[src/hdl/note_score_tone_synthesizer_macros.svh]
`ifndef NOTE_SCORE_TONE_SYNTHESIZER_MACROS_SVH
`define NOTE_SCORE_TONE_SYNTHESIZER_MACROS_SVH

// same-cycle implication, disabled during reset
`define NSTS_ASSERT_NOW(label, clk, rst_n, ante, cons) \
    label: assert property (@(posedge clk) disable iff (!rst_n) (ante) |-> (cons)) \
        else $error("nsts same-cycle check failed");

// next-cycle implication, disabled during reset
`define NSTS_ASSERT_NEXT(label, clk, rst_n, ante, cons) \
    label: assert property (@(posedge clk) disable iff (!rst_n) (ante) |=> (cons)) \
        else $error("nsts next-cycle check failed");

`endif

[src/hdl/nsts_pkg.sv]
package nsts_pkg;

    // tone generator sizing
    localparam int PHASE_BITS      = 32;
    localparam int SINE_TABLE_BITS = 10;
    localparam int MAX_OCTAVE      = 8;

    // octave handling
    localparam int OCT_W   = $clog2(MAX_OCTAVE + 1);
    localparam int OCT_MID = 4;
    localparam int UP_MAX  = MAX_OCTAVE - OCT_MID;

    // field and register widths
    localparam int KIND_W     = 2;
    localparam int CHAR_W     = 8;
    localparam int SPB_W      = 16;
    localparam int BASE_W     = 32;
    localparam int GAIN_W     = 15;
    localparam int SAMPLES_W  = 17;
    localparam int SAMPLE_W   = 16;
    localparam int CFG_IDX_W  = 2;
    localparam int CFG_DATA_W = 32;

    // pitch scaling and divide-by-three pipeline
    localparam int NUM_W      = 4;
    localparam int PROD_W     = BASE_W + NUM_W + UP_MAX;
    localparam int DIV_SRC_W  = (PROD_W > PHASE_BITS) ? PROD_W : PHASE_BITS;
    localparam int DIV_STEP   = 8;
    localparam int DIV_STAGES = (DIV_SRC_W + DIV_STEP - 1) / DIV_STEP;
    localparam int DIV_W      = DIV_STAGES * DIV_STEP;

    // queue between front and back
    localparam int FQ_DEPTH = 4;
    localparam int FQ_PTR_W = $clog2(FQ_DEPTH);

    // configuration reset values
    localparam logic [SPB_W-1:0]  SPB_RESET  = SPB_W'(22050);
    localparam logic [BASE_W-1:0] BASE_RESET = BASE_W'(25480551);
    localparam logic [GAIN_W-1:0] GAIN_RESET = GAIN_W'(16384);

    // transaction kinds
    typedef enum logic [KIND_W-1:0] {
        KIND_CHAR   = 2'd0,
        KIND_TICK   = 2'd1,
        KIND_END    = 2'd2,
        KIND_UNUSED = 2'd3
    } t_kind;

    // register indexes
    localparam logic [CFG_IDX_W-1:0] CFG_SPB  = CFG_IDX_W'(0);
    localparam logic [CFG_IDX_W-1:0] CFG_BASE = CFG_IDX_W'(1);
    localparam logic [CFG_IDX_W-1:0] CFG_GAIN = CFG_IDX_W'(2);

    // score characters
    localparam logic [CHAR_W-1:0] CH_LPAREN = 8'h28;
    localparam logic [CHAR_W-1:0] CH_RPAREN = 8'h29;
    localparam logic [CHAR_W-1:0] CH_APOS   = 8'h27;
    localparam logic [CHAR_W-1:0] CH_BAR    = 8'h7C;
    localparam logic [CHAR_W-1:0] CH_SPACE  = 8'h20;
    localparam logic [CHAR_W-1:0] CH_LF     = 8'h0A;
    localparam logic [CHAR_W-1:0] CH_CR     = 8'h0D;
    localparam logic [CHAR_W-1:0] CH_DASH   = 8'h2D;
    localparam logic [CHAR_W-1:0] CH_ONE    = 8'h31;
    localparam logic [CHAR_W-1:0] CH_SEVEN  = 8'h37;

    typedef struct packed {
        logic [SPB_W-1:0]  spb;
        logic [BASE_W-1:0] base;
        logic [GAIN_W-1:0] gain;
    } t_cfg;

    // what the back end has to do for one transaction
    typedef struct packed {
        logic commit;
        logic fresh;
        logic tick;
        logic accepted;
        logic playing;
    } t_desc;

    typedef struct packed {
        t_desc                 desc;
        logic [PHASE_BITS-1:0] inc;
    } t_fq;

    typedef struct packed {
        logic full;
        logic empty;
    } t_fifo_st;

    // ratio numerator per scale degree
    function automatic logic [NUM_W-1:0] ratio_num(input logic [2:0] idx);
        case (idx)
            3'd0:    return NUM_W'(1);
            3'd1:    return NUM_W'(9);
            3'd2:    return NUM_W'(5);
            3'd3:    return NUM_W'(4);
            3'd4:    return NUM_W'(3);
            3'd5:    return NUM_W'(5);
            3'd6:    return NUM_W'(15);
            default: return NUM_W'(1);
        endcase
    endfunction

    // power-of-two part of the denominator
    function automatic logic [1:0] ratio_k(input logic [2:0] idx);
        case (idx)
            3'd1, 3'd6: return 2'd3;
            3'd2:       return 2'd2;
            3'd4:       return 2'd1;
            default:    return 2'd0;
        endcase
    endfunction

    // denominator of three
    function automatic logic ratio_div3(input logic [2:0] idx);
        return (idx == 3'd3) || (idx == 3'd5);
    endfunction

    // one byte of restoring long division by three, remainder in and out
    function automatic logic [DIV_STEP+1:0] div3_byte(input logic [1:0] rem_in,
                                                      input logic [DIV_STEP-1:0] din);
        logic [1:0]          r;
        logic [2:0]          t;
        logic [DIV_STEP-1:0] q;
        r = rem_in;
        q = '0;
        for (int i = DIV_STEP - 1; i >= 0; i--) begin
            t = {r, din[i]};
            if (t >= 3'd3) begin
                q[i] = 1'b1;
                r    = 2'(t - 3'd3);
            end else begin
                r = t[1:0];
            end
        end
        return {r, q};
    endfunction

endpackage

[src/hdl/nsts_if.sv]
interface nsts_in_if;
    import nsts_pkg::*;
    logic              valid;
    logic              ready;
    logic [KIND_W-1:0] kind;
    logic [CHAR_W-1:0] char_code;

    modport source (output valid, output kind, output char_code, input ready);
    modport sink   (input valid, input kind, input char_code, output ready);
endinterface

interface nsts_out_if;
    import nsts_pkg::*;
    logic                       valid;
    logic                       ready;
    logic signed [SAMPLE_W-1:0] sample;
    logic                       sample_valid;
    logic                       accepted;
    logic                       playing;

    modport source (output valid, output sample, output sample_valid, output accepted,
                    output playing, input ready);
    modport sink   (input valid, input sample, input sample_valid, input accepted,
                    input playing, output ready);
endinterface

[src/hdl/nsts_fifo.sv]
module nsts_fifo (
    input  logic              i_clk,
    input  logic              i_rst_n,
    input  logic              i_push,
    input  nsts_pkg::t_fq     i_push_data,
    input  logic              i_pop,
    output nsts_pkg::t_fq     o_pop_data,
    output nsts_pkg::t_fifo_st o_st
);
    import nsts_pkg::*;

    t_fq                 r_mem [FQ_DEPTH];
    logic [FQ_PTR_W-1:0] r_wr;
    logic [FQ_PTR_W-1:0] r_rd;
    logic [FQ_PTR_W:0]   r_cnt;

    // status and head of queue
    assign o_st.full  = (r_cnt == (FQ_PTR_W + 1)'(FQ_DEPTH));
    assign o_st.empty = (r_cnt == '0);
    assign o_pop_data = r_mem[r_rd];

    // pointers and fill count
    always_ff @(posedge i_clk) begin
        if (!i_rst_n) begin
            r_wr  <= '0;
            r_rd  <= '0;
            r_cnt <= '0;
        end else begin
            if (i_push) begin
                r_wr <= (r_wr == FQ_PTR_W'(FQ_DEPTH - 1)) ? '0 : r_wr + FQ_PTR_W'(1);
            end
            if (i_pop) begin
                r_rd <= (r_rd == FQ_PTR_W'(FQ_DEPTH - 1)) ? '0 : r_rd + FQ_PTR_W'(1);
            end
            if (i_push && !i_pop) begin
                r_cnt <= r_cnt + (FQ_PTR_W + 1)'(1);
            end else if (!i_push && i_pop) begin
                r_cnt <= r_cnt - (FQ_PTR_W + 1)'(1);
            end
        end
    end

    // entry storage
    always_ff @(posedge i_clk) begin
        if (i_push) begin
            r_mem[r_wr] <= i_push_data;
        end
    end

endmodule

[src/hdl/nsts_front.sv]
module nsts_front (
    input  logic               i_clk,
    input  logic               i_rst_n,
    nsts_in_if.sink            i_item,
    input  nsts_pkg::t_cfg     i_cfg,
    input  nsts_pkg::t_fifo_st i_fq_st,
    output logic               o_fq_push,
    output nsts_pkg::t_fq      o_fq_data
);
    import nsts_pkg::*;

    // score state
    logic [OCT_W-1:0]     r_oct;
    logic                 r_held;
    logic [SAMPLES_W-1:0] r_left;
    logic [OCT_W-1:0]     n_oct;
    logic                 n_held;
    logic [SAMPLES_W-1:0] n_left;

    // classify stage
    logic             r_v0;
    t_desc            r_d0;
    logic             r_note0;
    logic [2:0]       r_idx0;
    logic [OCT_W-1:0] r_oct0;

    // scale and divide stages
    logic [DIV_STAGES:0] r_dv;
    t_desc               r_dd   [0:DIV_STAGES];
    logic [DIV_W-1:0]    r_x    [0:DIV_STAGES];
    logic [1:0]          r_rem  [0:DIV_STAGES-1];
    logic                r_div3 [0:DIV_STAGES-1];
    logic [DIV_W-1:0]    n_x    [1:DIV_STAGES];
    logic [1:0]          n_rem  [1:DIV_STAGES];

    logic                 adv;
    logic                 accept;
    t_desc                dsc;
    logic                 note;
    logic [DIV_W-1:0]     n_x0;
    logic                 n_div3_0;

    // the whole front moves unless its last stage is blocked by a full queue
    assign adv          = !r_dv[DIV_STAGES] || !i_fq_st.full;
    assign i_item.ready = adv;
    assign accept       = i_item.valid && adv;
    assign o_fq_push    = r_dv[DIV_STAGES] && !i_fq_st.full;
    assign o_fq_data.desc = r_dd[DIV_STAGES];
    assign o_fq_data.inc  = r_x[DIV_STAGES][PHASE_BITS-1:0];

    // classify one transaction and update score state
    always_comb begin
        logic commit;
        logic dbl;
        logic want_fresh;
        logic go_mid;
        commit     = 1'b0;
        dbl        = 1'b0;
        want_fresh = 1'b0;
        go_mid     = 1'b0;
        note       = 1'b0;
        n_oct      = r_oct;
        n_held     = r_held;
        n_left     = r_left;
        dsc        = '0;
        dsc.accepted = 1'b1;

        unique case (i_item.kind)
            KIND_CHAR: begin
                if (r_held) begin
                    if (r_left != '0) begin
                        dsc.accepted = 1'b0;
                    end else if (i_item.char_code == CH_DASH) begin
                        commit = 1'b1;
                        dbl    = 1'b1;
                    end else begin
                        commit     = 1'b1;
                        want_fresh = 1'b1;
                    end
                end else begin
                    want_fresh = 1'b1;
                end
            end
            KIND_TICK: begin
                if (r_left != '0) begin
                    dsc.tick = 1'b1;
                    n_left   = r_left - SAMPLES_W'(1);
                end
            end
            KIND_END: begin
                if (r_held && r_left != '0) begin
                    dsc.accepted = 1'b0;
                end else begin
                    commit = r_held;
                    go_mid = 1'b1;
                end
            end
            default: begin
            end
        endcase

        // held element starts sounding
        if (commit) begin
            dsc.commit = 1'b1;
            n_held     = 1'b0;
            n_left     = dbl ? {i_cfg.spb, 1'b0} : {1'b0, i_cfg.spb};
        end

        // a character seen with nothing held
        if (want_fresh) begin
            unique case (i_item.char_code) inside
                CH_LPAREN: begin
                    if (r_oct != '0) begin
                        n_oct = r_oct - OCT_W'(1);
                    end
                end
                CH_RPAREN, CH_APOS: begin
                    if (r_oct < OCT_W'(MAX_OCTAVE)) begin
                        n_oct = r_oct + OCT_W'(1);
                    end
                end
                CH_BAR, CH_SPACE, CH_LF, CH_CR: begin
                end
                default: begin
                    dsc.fresh = 1'b1;
                    n_held    = 1'b1;
                    note      = (i_item.char_code >= CH_ONE) &&
                                (i_item.char_code <= CH_SEVEN);
                end
            endcase
        end

        if (go_mid) begin
            n_oct = OCT_W'(OCT_MID);
        end
        dsc.playing = (n_left != '0);
    end

    // base times ratio, shifted by octave; rests give zero
    always_comb begin
        logic [NUM_W-1:0]        num;
        logic [BASE_W+NUM_W-1:0] prod;
        logic [OCT_W-1:0]        up;
        logic [OCT_W-1:0]        down;
        logic [OCT_W:0]          sh;
        num  = ratio_num(r_idx0);
        prod = {{NUM_W{1'b0}}, i_cfg.base} * {{BASE_W{1'b0}}, num};
        up   = (r_oct0 > OCT_W'(OCT_MID)) ? r_oct0 - OCT_W'(OCT_MID) : '0;
        down = (r_oct0 < OCT_W'(OCT_MID)) ? OCT_W'(OCT_MID) - r_oct0 : '0;
        sh   = (OCT_W + 1)'(down) + (OCT_W + 1)'(ratio_k(r_idx0));
        n_x0     = r_note0 ? ((DIV_W'(prod) << up) >> sh) : '0;
        n_div3_0 = r_note0 && ratio_div3(r_idx0);
    end

    // divide by three, one byte per stage from the top
    always_comb begin
        logic [DIV_STEP+1:0] step;
        for (int s = 1; s <= DIV_STAGES; s++) begin
            step     = div3_byte(r_rem[s-1],
                                 r_x[s-1][DIV_W-1-(s-1)*DIV_STEP -: DIV_STEP]);
            n_x[s]   = r_x[s-1];
            n_rem[s] = r_rem[s-1];
            if (r_div3[s-1]) begin
                n_x[s][DIV_W-1-(s-1)*DIV_STEP -: DIV_STEP] = step[DIV_STEP-1:0];
                n_rem[s] = step[DIV_STEP+1:DIV_STEP];
            end
        end
    end

    // control state
    always_ff @(posedge i_clk) begin
        if (!i_rst_n) begin
            r_oct  <= OCT_W'(OCT_MID);
            r_held <= 1'b0;
            r_left <= '0;
            r_v0   <= 1'b0;
            r_dv   <= '0;
        end else begin
            if (accept) begin
                r_oct  <= n_oct;
                r_held <= n_held;
                r_left <= n_left;
            end
            if (adv) begin
                r_v0 <= accept;
                r_dv <= {r_dv[DIV_STAGES-1:0], r_v0};
            end
        end
    end

    // pipeline payload
    always_ff @(posedge i_clk) begin
        if (adv) begin
            r_d0      <= dsc;
            r_note0   <= note;
            r_idx0    <= 3'(i_item.char_code - CH_ONE);
            r_oct0    <= r_oct;
            r_dd[0]   <= r_d0;
            r_x[0]    <= n_x0;
            r_rem[0]  <= 2'd0;
            r_div3[0] <= n_div3_0;
            for (int s = 1; s <= DIV_STAGES; s++) begin
                r_dd[s] <= r_dd[s-1];
                r_x[s]  <= n_x[s];
            end
            for (int s = 1; s < DIV_STAGES; s++) begin
                r_rem[s]  <= n_rem[s];
                r_div3[s] <= r_div3[s-1];
            end
        end
    end

endmodule

[src/hdl/nsts_back.sv]
module nsts_back (
    input  logic                          i_clk,
    input  logic                          i_rst_n,
    input  logic [nsts_pkg::GAIN_W-1:0]   i_gain,
    input  nsts_pkg::t_fifo_st            i_fq_st,
    input  nsts_pkg::t_fq                 i_fq_data,
    output logic                          o_fq_pop,
    nsts_out_if.source                    o_result
);
    import nsts_pkg::*;

    localparam int NB     = 8;
    localparam int X_W    = 16;
    localparam int X_FRAC = 15;
    localparam int QBITS  = SINE_TABLE_BITS - 2;
    localparam int MAG_W  = 15;

    // odd polynomial coefficients of the sine magnitude in Q15
    localparam logic [X_W-1:0] C1 = X_W'(51472);
    localparam logic [X_W-1:0] C3 = X_W'(21167);
    localparam logic [X_W-1:0] C5 = X_W'(2611);
    localparam logic [X_W-1:0] C7 = X_W'(153);
    localparam logic [X_W-1:0] C9 = X_W'(5);
    localparam logic [MAG_W-1:0] MAG_MAX = MAG_W'(32767);

    // c - (x2 * t >> 15)
    function automatic logic [X_W-1:0] horner(input logic [X_W-1:0] c,
                                              input logic [X_W-1:0] x2,
                                              input logic [X_W-1:0] t);
        logic [2*X_W-1:0] p;
        p = (2*X_W)'(x2) * (2*X_W)'(t);
        return c - p[X_W+X_FRAC-1:X_FRAC];
    endfunction

    // tone state
    logic [PHASE_BITS-1:0] r_held_inc;
    logic [PHASE_BITS-1:0] r_act_inc;
    logic [PHASE_BITS-1:0] r_phase;

    // pipeline
    logic [NB-1:0]              r_bv;
    t_desc                      r_bd  [0:NB-1];
    logic [SINE_TABLE_BITS-1:0] r_idx;
    logic [X_W-1:0]             r_sx  [1:5];
    logic [X_W-1:0]             r_sx2 [1:4];
    logic [X_W-1:0]             r_st  [2:5];
    logic                       r_neg [1:6];
    logic [MAG_W-1:0]           r_mag;
    logic signed [SAMPLE_W-1:0] r_sample;

    logic                       adv;
    logic                       pop;
    logic [X_W-1:0]             n_x;
    logic [X_W-1:0]             n_x2;
    logic [MAG_W-1:0]           n_mag;
    logic signed [SAMPLE_W-1:0] n_sample;

    // the back moves unless the output register holds a result not taken
    assign adv      = !r_bv[NB-1] || o_result.ready;
    assign pop      = adv && !i_fq_st.empty;
    assign o_fq_pop = pop;

    assign o_result.valid        = r_bv[NB-1];
    assign o_result.sample       = r_sample;
    assign o_result.sample_valid = r_bd[NB-1].tick;
    assign o_result.accepted     = r_bd[NB-1].accepted;
    assign o_result.playing      = r_bd[NB-1].playing;

    // quarter-wave position and its square
    always_comb begin
        logic [1:0]       quad;
        logic [QBITS-1:0] pos;
        logic [QBITS:0]   posm;
        logic [2*X_W-1:0] sq;
        quad = r_idx[SINE_TABLE_BITS-1 -: 2];
        pos  = r_idx[QBITS-1:0];
        posm = quad[0] ? ((QBITS + 1)'(1) << QBITS) - (QBITS + 1)'(pos)
                       : (QBITS + 1)'(pos);
        n_x  = X_W'(posm) << (X_FRAC - QBITS);
        sq   = (2*X_W)'(n_x) * (2*X_W)'(n_x);
        n_x2 = sq[X_W+X_FRAC-1:X_FRAC];
    end

    // final odd term with saturation
    always_comb begin
        logic [2*X_W-1:0] p;
        logic [X_W-1:0]   m;
        p     = (2*X_W)'(r_sx[5]) * (2*X_W)'(r_st[5]);
        m     = p[X_W+X_FRAC-1:X_FRAC];
        n_mag = (m > X_W'(MAG_MAX)) ? MAG_MAX : m[MAG_W-1:0];
    end

    // gain, sign, and zero for non-sounding results
    always_comb begin
        logic [2*MAG_W-1:0] g;
        logic [MAG_W-1:0]   val;
        g   = (2*MAG_W)'(r_mag) * (2*MAG_W)'(i_gain);
        val = g[MAG_W+X_FRAC-1:X_FRAC];
        n_sample = r_neg[6] ? SAMPLE_W'(0) - SAMPLE_W'(val) : SAMPLE_W'(val);
        if (!r_bd[NB-2].tick) begin
            n_sample = '0;
        end
    end

    // tone state and valid bits
    always_ff @(posedge i_clk) begin
        if (!i_rst_n) begin
            r_held_inc <= '0;
            r_act_inc  <= '0;
            r_phase    <= '0;
            r_bv       <= '0;
        end else begin
            if (pop) begin
                if (i_fq_data.desc.commit) begin
                    r_act_inc <= r_held_inc;
                    r_phase   <= '0;
                end
                if (i_fq_data.desc.fresh) begin
                    r_held_inc <= i_fq_data.inc;
                end
                if (i_fq_data.desc.tick) begin
                    r_phase <= r_phase + r_act_inc;
                end
            end
            if (adv) begin
                r_bv <= {r_bv[NB-2:0], pop};
            end
        end
    end

    // sine pipeline payload
    always_ff @(posedge i_clk) begin
        if (adv) begin
            r_bd[0]  <= i_fq_data.desc;
            r_idx    <= r_phase[PHASE_BITS-1 -: SINE_TABLE_BITS];
            for (int s = 1; s < NB; s++) begin
                r_bd[s] <= r_bd[s-1];
            end
            r_sx[1]  <= n_x;
            r_sx2[1] <= n_x2;
            r_neg[1] <= r_idx[SINE_TABLE_BITS-1];
            for (int s = 2; s <= 5; s++) begin
                r_sx[s] <= r_sx[s-1];
            end
            for (int s = 2; s <= 4; s++) begin
                r_sx2[s] <= r_sx2[s-1];
            end
            for (int s = 2; s <= 6; s++) begin
                r_neg[s] <= r_neg[s-1];
            end
            r_st[2]  <= horner(C7, r_sx2[1], C9);
            r_st[3]  <= horner(C5, r_sx2[2], r_st[2]);
            r_st[4]  <= horner(C3, r_sx2[3], r_st[3]);
            r_st[5]  <= horner(C1, r_sx2[4], r_st[4]);
            r_mag    <= n_mag;
            r_sample <= n_sample;
        end
    end

endmodule

[src/hdl/note_score_tone_synthesizer.sv]
// Note score tone synthesizer.
// i_item carries score transactions: kind 0 a score character in char_code,
// kind 1 a sample tick, kind 2 end of score. Every accepted transaction gives
// exactly one result on o_result: a signed sample (zero unless a tick hit a
// sounding note or rest), sample_valid, accepted (low when a commit was
// refused and the transaction must be sent again) and playing.
// Registers are written through i_cfg_we / i_cfg_idx / i_cfg_data; the user
// must write them only while idle, which the block does not enforce: index 0
// samples per beat, 1 base phase increment, 2 output gain. Throughput is one
// transaction per cycle unless a full queue stalls the front end; the score
// state update in the front end sets it, and every later step is a pipeline
// stage. A result passes one classify stage, one pitch scaling stage, five
// divide-by-three stages, the queue and eight tone stages.
// Synchronous reset restores the register defaults, octave 4, nothing held,
// no sound, and empties the pipelines and the queue.
// When the receiver stalls, the tone pipeline holds, the four-entry queue
// fills, then the front pipeline holds and i_item.ready drops.
`include "note_score_tone_synthesizer_macros.svh"

module note_score_tone_synthesizer (
    input  logic                              i_clk,
    input  logic                              i_rst_n,
    nsts_in_if.sink                           i_item,
    nsts_out_if.source                        o_result,
    input  logic                              i_cfg_we,
    input  logic [nsts_pkg::CFG_IDX_W-1:0]    i_cfg_idx,
    input  logic [nsts_pkg::CFG_DATA_W-1:0]   i_cfg_data
);
    import nsts_pkg::*;

    t_cfg     r_cfg;
    t_fifo_st fq_st;
    t_fq      fq_push_data;
    t_fq      fq_pop_data;
    logic     fq_push;
    logic     fq_pop;

    // configuration registers
    always_ff @(posedge i_clk) begin
        if (!i_rst_n) begin
            r_cfg.spb  <= SPB_RESET;
            r_cfg.base <= BASE_RESET;
            r_cfg.gain <= GAIN_RESET;
        end else if (i_cfg_we) begin
            unique case (i_cfg_idx)
                CFG_SPB:  r_cfg.spb  <= i_cfg_data[SPB_W-1:0];
                CFG_BASE: r_cfg.base <= i_cfg_data[BASE_W-1:0];
                CFG_GAIN: r_cfg.gain <= i_cfg_data[GAIN_W-1:0];
                default: begin
                end
            endcase
        end
    end

    // score front end
    nsts_front u_front (
        .i_clk     (i_clk),
        .i_rst_n   (i_rst_n),
        .i_item    (i_item),
        .i_cfg     (r_cfg),
        .i_fq_st   (fq_st),
        .o_fq_push (fq_push),
        .o_fq_data (fq_push_data)
    );

    // queue between front and back
    nsts_fifo u_fifo (
        .i_clk       (i_clk),
        .i_rst_n     (i_rst_n),
        .i_push      (fq_push),
        .i_push_data (fq_push_data),
        .i_pop       (fq_pop),
        .o_pop_data  (fq_pop_data),
        .o_st        (fq_st)
    );

    // tone back end
    nsts_back u_back (
        .i_clk     (i_clk),
        .i_rst_n   (i_rst_n),
        .i_gain    (r_cfg.gain),
        .i_fq_st   (fq_st),
        .i_fq_data (fq_pop_data),
        .o_fq_pop  (fq_pop),
        .o_result  (o_result)
    );

    // front only stalls on a full queue
    `NSTS_ASSERT_NOW(a_stall_cause, i_clk, i_rst_n, !i_item.ready, fq_st.full)
    // no transaction pushed into a full queue
    `NSTS_ASSERT_NOW(a_push_room, i_clk, i_rst_n, fq_push, !fq_st.full)
    // no pop from an empty queue
    `NSTS_ASSERT_NOW(a_pop_data, i_clk, i_rst_n, fq_pop, !fq_st.empty)
    // a push without a pop leaves something queued
    `NSTS_ASSERT_NEXT(a_push_lands, i_clk, i_rst_n, fq_push && !fq_pop, !fq_st.empty)

endmodule
[src/flat_wrapper.sv]
// flat-port wrapper written by rule: the top's interface ports become plain ports
module note_score_tone_synthesizer_flat import nsts_pkg::*;
  (i_clk, i_rst_n, i_cfg_we, i_cfg_idx, i_cfg_data, i_item_valid, i_item_kind, i_item_char_code, i_item_ready, o_result_valid, o_result_sample, o_result_sample_valid, o_result_accepted, o_result_playing, o_result_ready);
  nsts_in_if i_item_i ();
  nsts_out_if o_result_i ();
  input  logic i_clk;
  input  logic i_rst_n;
  input  logic i_cfg_we;
  input  logic [nsts_pkg::CFG_IDX_W-1:0] i_cfg_idx;
  input  logic [nsts_pkg::CFG_DATA_W-1:0] i_cfg_data;
  input wire logic [$bits(i_item_i.valid)-1:0] i_item_valid;
  input wire logic [$bits(i_item_i.kind)-1:0] i_item_kind;
  input wire logic [$bits(i_item_i.char_code)-1:0] i_item_char_code;
  output wire logic [$bits(i_item_i.ready)-1:0] i_item_ready;
  output wire logic [$bits(o_result_i.valid)-1:0] o_result_valid;
  output wire logic [$bits(o_result_i.sample)-1:0] o_result_sample;
  output wire logic [$bits(o_result_i.sample_valid)-1:0] o_result_sample_valid;
  output wire logic [$bits(o_result_i.accepted)-1:0] o_result_accepted;
  output wire logic [$bits(o_result_i.playing)-1:0] o_result_playing;
  input wire logic [$bits(o_result_i.ready)-1:0] o_result_ready;
  assign i_item_i.valid = i_item_valid;
  assign i_item_i.kind = i_item_kind;
  assign i_item_i.char_code = i_item_char_code;
  assign i_item_ready = i_item_i.ready;
  assign o_result_valid = o_result_i.valid;
  assign o_result_sample = o_result_i.sample;
  assign o_result_sample_valid = o_result_i.sample_valid;
  assign o_result_accepted = o_result_i.accepted;
  assign o_result_playing = o_result_i.playing;
  assign o_result_i.ready = o_result_ready;
  note_score_tone_synthesizer u_core (.i_clk(i_clk), .i_rst_n(i_rst_n), .i_item(i_item_i), .o_result(o_result_i), .i_cfg_we(i_cfg_we), .i_cfg_idx(i_cfg_idx), .i_cfg_data(i_cfg_data));
endmodule
[config.mk]
export PLATFORM = sky130hd
export DESIGN_NAME = note_score_tone_synthesizer_flat
export DESIGN_NICKNAME = d
export VERILOG_FILES = /design/src/hdl/nsts_pkg.sv /design/src/hdl/nsts_if.sv /design/src/hdl/nsts_fifo.sv /design/src/hdl/nsts_front.sv /design/src/hdl/nsts_back.sv /design/src/hdl/note_score_tone_synthesizer.sv /design/src/flat_wrapper.sv
export VERILOG_INCLUDE_DIRS = /design/src /design/src/hdl
export SDC_FILE = /design/constraint.sdc
export NUM_CORES = 2
export LEC_CHECK = 0
export BUFFER_PORTS_ARGS = -buffer_cell sky130_fd_sc_hd__buf_2
export CORE_MARGIN = 10
export CORE_UTILIZATION = 35
export DETAILED_ROUTE_END_ITERATION = 6
export PLACE_DENSITY = 0.54
export SETUP_SLACK_MARGIN = 0.4
export SYNTH_ARGS = -nofsm -noshare
export SYNTH_HDL_FRONTEND = slang
export SYNTH_SLANG_ARGS = --single-unit
[constraint.sdc]
create_clock -name i_clk -period 14.1 [get_ports i_clk]
set_input_delay 2.115 -clock i_clk [delete_from_list [all_inputs] [get_ports i_clk]]
set_output_delay 2.115 -clock i_clk [all_outputs]
set_load 0.1 [all_outputs]
## Word level (Yosys, flattened, before mapping)

Memory sizes are Yosys's and may differ from the RTL's. A register that Yosys moved wholly into a read port is not among the register bits.
Index checks and enable logic that the tools add are counted.
Widths: inputs -> output; s select.

- Memories: 10
- RAM bits: 687
- Flip-flop bits (word level): 257
- Bits in latches: 0
- Bits of input ports: 49
- Word-level logic and storage cells: 354
- ROM bits: 0

- Bitwise operators: 1
- Divide/modulo/power cells: 0
- Muxes and demuxes: 140
- Shift-type cells: 2
- Reduce and logical (&&, ||, !) cells: 40
- Multipliers: 8
- $lt $le $gt $ge: 46
- Eq/ne operators: 23
- $add $sub $neg: 57

Memories:

| memory | words | bits a word | read ports | clocked after Yosys merged registers in | wr ports | line | RTL |
|---|---|---|---|---|---|---|---|
| u_core.u_front.r_x | 6 | 40 | 6 | 0 | 6 | nsts_front.sv:30 | `logic [DIV_W-1:0] r_x [0:DIV_STAGES];` |
| u_core.u_fifo.r_mem | 4 | 37 | 1 | 1 | 1 | nsts_fifo.sv:12 | `t_fq r_mem [FQ_DEPTH];` |
| u_core.u_back.r_sx | 5 | 16 | 5 | 0 | 5 | nsts_back.sv:44 | `logic [X_W-1:0] r_sx [1:5];` |
| u_core.u_back.r_st | 4 | 16 | 4 | 0 | 4 | nsts_back.sv:46 | `logic [X_W-1:0] r_st [2:5];` |
| u_core.u_back.r_sx2 | 4 | 16 | 4 | 0 | 4 | nsts_back.sv:45 | `logic [X_W-1:0] r_sx2 [1:4];` |
| u_core.u_back.r_bd | 8 | 5 | 8 | 0 | 8 | nsts_back.sv:42 | `t_desc r_bd [0:NB-1];` |
| +4 memories | - | - | - | - | - | - |  |

Operator list:

| cell | number |
|---|---|
| $mul 16x16->31 | 4 |
| $ge 3x2->1 const B | 40 |
| $mux 2 | 47 |
| $sub 2x2->2 const B | 39 |
| $mux 17 | 4 |
| $mux 1 | 66 |
| $mux 32 | 2 |
| $eq 8x6->1 const B | 5 |
| $mux 40 | 1 |
| $mux 8 | 5 |
| $shl 36x4->40 | 1 |
| $shr 40x5->40 | 1 |
| $mul 32x4->36 | 1 |
| $reduce_bool 17->1 | 2 |
| $add 32x32->32 | 1 |
| $mul 15x15->30 | 1 |
| $mux 4 | 6 |
| $pmux 4 s5 | 1 |
| $mul 16x3->19 const B | 1 |
| $mul 9x9->17 | 1 |
| $sub 17x1->17 const B | 1 |
| $eq 8x4->1 const B | 2 |
| $gt 16x15->1 const B | 1 |
| $sub 1x15->16 const A | 1 |
| other kinds (46) | 83 |

## Longest topological paths before layout

An unclocked memory read counts as a cell.

- Depth in word-level cells: 18
- Depth in mapped cells: 37
- Gate-level depth less buffers: 37

## Hierarchy

From an unflattened synthesis, not the netlist that was laid out.

- Cell total of the unflattened synthesis: 7325
- Area, all modules: 73853.3 um^2

By module, submodules not included:

| module | instances | cells an instance | area an instance (um^2) | sequential area each (um^2) |
|---|---|---|---|---|
| nsts_back | 1 | 4518 | 43511.7 | 8748.4 |
| nsts_front | 1 | 2311 | 21958.6 | 8267.9 |
| nsts_fifo | 1 | 237 | 5853.1 | 4624.4 |
| note_score_tone_synthesizer | 1 | 259 | 2529.9 | 1261.2 |

## Least setup slack after synthesis

No wires, ideal clock.

- Kind: register to register
- Start: register u_core.u_fifo.r_cnt[0]
- End: register u_core.u_front.r_left[10]
- Slack: 5.011 ns
- Library setup time: 0.080 ns
- Data arrival time: 9.010 ns
- Required time: 14.020 ns
- Stages on the path, launching flop included: 9
- Buffers on the path: 2
- Clock period less this slack: 9.089 ns
- Cells stage by stage: dfxtp_1 nor2_1 and3_1 clkbuf_1 clkinv_1 nand2_1 clkbuf_1 nor2_1 nor3b_1

- Longest elaborated chain between the ends: 4

RTL lines:

| item | line | RTL |
|---|---|---|
| start, declared | nsts_fifo.sv:15 | `logic [FQ_PTR_W:0] r_cnt;` |
| start signal, assigned | nsts_fifo.sv:36 | `r_cnt <= r_cnt + (FQ_PTR_W + 1)'(1);` |
| start signal, assigned | nsts_fifo.sv:38 | `r_cnt <= r_cnt - (FQ_PTR_W + 1)'(1);` |
| $eq 3x3->1 | nsts_fifo.sv:18 | `assign o_st.full = (r_cnt == (FQ_PTR_W + 1)'(FQ_DEPTH));` |
| $logic_not 1->1 | nsts_front.sv:44 | `assign adv = !r_dv[DIV_STAGES] \|\| !i_fq_st.full;` |
| $logic_or 1x1->1 | nsts_front.sv:44 |  |
| net i_item_ready | flat_wrapper.sv:14 | `output wire logic [$bits(i_item_i.ready)-1:0] i_item_ready;` |
| $logic_and 1x1->1 | nsts_front.sv:46 | `assign accept = i_item.valid && adv;` |
| end signal, assigned | nsts_front.sv:182 | `r_left <= n_left;` |
| end, declared | nsts_front.sv:15 | `logic [SAMPLES_W-1:0] r_left;` |

The timed path passes the listed nets, and every way through them passes these cells.
A chain may end at the register's enable or synchronous reset.

==> summary.md <==
| Metric | Value |
|---|---|
| Final setup margin | `4.97 ns` |
| Yosys cell types | `114` |
| Clk_lat worst skew | `0.73 ns` |
| Seq. cell area | `22900 um^2` |
| Initial antenna violation count | `10` |
| Die Y | `478 um` |
| Via count | `51100` |
| CTS tree | `yes` |
| CP most frequent cell | `ha_1` |
| Setup bufs post-CTS | `0` |
| Clock tree root buffer cell | `clkbuf_16` |
| Worst-path clk slew | `0.07 ns` |
| Main flop type after synthesis | `edfxtp_1` |
| Fillers | `20700` |
| Tcrit/Tclk final | `64.8%` |
| Final max-slew violation count | `0` |
| Pre-antenna DRT Iters | `6` |
| Normalized max-slew margin | `26.3%` |
| Pre-CTS setup slack | `5.13 ns` |
| Routed WL per cell | `16.8 um` |
| Layout cells sized above 1 | `6.17%` |
| Inserted Clock Buffers | `96` |
| Total power per unit cell area | `161 nW/um^2` |
| Rows | `167` |
| Initial core utilization | `35.3%` |
| WP data required | `14.56 ns` |
| IO buf count | `69` |
| Non-Filler Instances | `10100` |
| Vias in the first global route | `52900` |
| First-pass GRT wire length | `284000 um` |
| Flops & latches, synth | `831` |
| Final ANT Viol Nets | `0` |
| Dpl cells | `9945` |
| FMAX | `0.110 GHz` |
| Outcome | `finished clean` |
| Final hold viol count | `0` |
| Gp weighted congestion | `0.868` |
| Die width | `478 um` |
| Ys async rst share | `0%` |
| Final setup viols | `0` |
| Post-synthesis sequential area ratio | `31.2%` |
| Clk buf depth | `3` |
| Slew @ Worst Pin | `1.11 ns` |
| Synth area leaders | `edfxtp_1 (26%), fa_1 (19%), ha_1 (11%)` |
| WP data arrival | `9.59 ns` |
| # IOs | `70` |
| RSZ-0062 raised after global routing | `false` |
| Die area | `228000 um^2` |
| Most common cell after layout, fill and taps aside | `nand2_1` |
| Post-CTS sizing | `0` |
| Mapped Area | `73300 um^2` |
| Setup_tns | `0 ns` |
| CTS sink count | `831` |
| Critical path type | `reg -> reg` |
| Worst setup EP type | `flop` |
| Post-layout util | `38.4%` |
| Post-synth top area share | `25.6%` |
| CTS Hold Buffers Added | `0` |
| CP max stage delay | `0.77 ns` |
| Number of remaining DRC errors | `0` |
| EDFF count, synth | `626` |
| Synth warn | `0` |
| Worst Hold Class | `reg -> reg` |
| Most frequent cells in the layout | `nand2_1 (1044), inv_1 (971), fa_1 (689), ha_1 (643), edfxtp_1 (626)` |
| Synth area leader | `edfxtp_1` |
| Mapped Avg Cell Area | `9.98 um^2` |
| Clock Skew | `0.0529 ns` |
| Total global-route track usage | `14.9%` |
| 1st-iter DRT viols | `3303` |
| GR Overflow Total | `0` |
| Core Area | `208000 um^2` |
| Final #Nets | `8637` |
| Final HPWL DP | `130000 um` |
| Routed WL | `171000 um` |
| Worst IR drop on VDD | `0.000214 V` |
| Largest net degree at the start of global routing | `174` |
| Area occupied by multi-input gates | `45600 um^2` |
| Cell count after synthesis | `7341` |
| CP max-delay cell | `a2111oi_0` |
| Crit-path max FO | `7` |
| Final Critical Period | `9.13 ns` |
| H-tree depth | `3` |
| Critical Path Source Type | `flop` |
| Area grow syn2layout | `8.70%` |
| Vias/cell | `5.05` |
| Leakage | `36.7 nW` |
| MaxCap Viol Count | `0` |
==> per-layer routing <==
| metal | vias up | part of all wire (%) | track usage, % |
|---|---|---|---|
| met2 | 904 | 48 | 25.3 |
| met4 | 2 | 2.6 | 4.18 |
| met1 | 25300 | 45 | 19.7 |
| met3 | 254 | 4.1 | 2.05 |
| met5 | - | 0.0076 | 0 |
| li1 | 24700 | - | - |
==> final timing paths <==
| check | cells past startpoint | slack, ns | start | end |
|---|---|---|---|---|
| setup reg to reg | 35 | 4.97 | u_core.u_front.r_rem[0][4] | u_core.u_front.r_rem[0][6] |
| setup / recovery | 35 | 4.97 | u_core.u_front.r_rem[0][4] | u_core.u_front.r_rem[0][6] |
| hold / removal | 0 | 0.38 | u_core.u_front.r_dd[0][3] | u_core.u_front.r_dd[1][3] |
| hold reg to reg | 0 | 0.38 | u_core.u_front.r_dd[0][3] | u_core.u_front.r_dd[1][3] |
==> through the flow <==
stage          hold WS, ns  instance area (um^2)  total power, mW
6_report             0.376                 79700             12.8
5_1_grt              0.377                 79700             14.1
2_1_floorplan        0.400                 73300             8.61
3_3_place_gp         0.401                 76400             10.3
3_5_place_dp         0.405                 76400             10.3
4_1_cts              0.357                 79700             13.0
==> cell families after synthesis <==
kind of cell	Yosys count	share of synthesized area, %
AO/OA/AOI/OAI	1188	11.3
XOR/XNOR	189	2.26
adder cells (fa/ha/maj)	1335	29.9
buffers and inverters	1280	6.64
flip-flops	831	31.2
multiplexers	174	3.23
other	2	0.0102
AND/OR/NAND/NOR	2342	15.4
==> report_power, final <==
group | switching, mW | internal (mW) | leakage (nW)
registers | 0.451 | 3.07 | 8.67
clock network | 1.07 | 1.47 | 1.58
logic | 4.04 | 2.70 | 26.4
total | 5.55 | 7.24 | 36.7
==> area by class of cell <==
| type | count | share of cell area [%] |
|---|---|---|
| Antenna cell | 3 | 0.00942 |
| Tap cell | 2788 | 4.38 |
| Sequential cell | 831 | 28.7 |
| Timing Repair Buffer | 113 | 0.872 |
| Clock buffer | 121 | 3.29 |
| Inverter | 980 | 4.64 |
| Multi-Input combinational cell | 5233 | 57.2 |
| Clock inverter | 61 | 0.828 |
==> synth_stat cells (50+ instances only) <==
library cell / instances
clkbuf_1: 259
xnor2_1: 117
nor2b_1: 64
o21a_1: 62
ha_1: 643
inv_1: 972
fa_1: 690
o211ai_1: 50
a21o_1: 75
o21ai_0: 216
nand3_1: 90
dfxtp_1: 205
nand2_1: 1044
a21boi_0: 142
and2_1: 467
a21oi_1: 188
mux2i_1: 88
xor2_1: 72
edfxtp_1: 626
nor2_1: 280
nor3_1: 111
==> flip-flops by register name, summed over array words and instances, names as in the netlist, 16 cells and up, named ones only <==
signal and cells:
u_core.r_cfg 63, u_core.u_back.o_result.sample 16, u_core.u_back.r_act_inc 32, u_core.u_back.r_bd 24, u_core.u_back.r_held_inc 32, u_core.u_back.r_phase 32, u_core.u_back.r_st 46, u_core.u_back.r_sx 45
u_core.u_back.r_sx2 60, u_core.u_fifo.r_mem 148, u_core.u_front.r_dd 30, u_core.u_front.r_left 17, u_core.u_front.r_x 200
==> critical path: cells and delay by family, from the launching register on <==
kind | cells | cell delay, ns
compound gates | 14 | 3.47
simple gates | 9 | 2.31
fa+ha+maj | 8 | 2.11
flops | 1 | 0.47
mux | 2 | 0.34
buf+inv | 2 | 0.18
No activity file was read; power rests on OpenSTA's default activity.
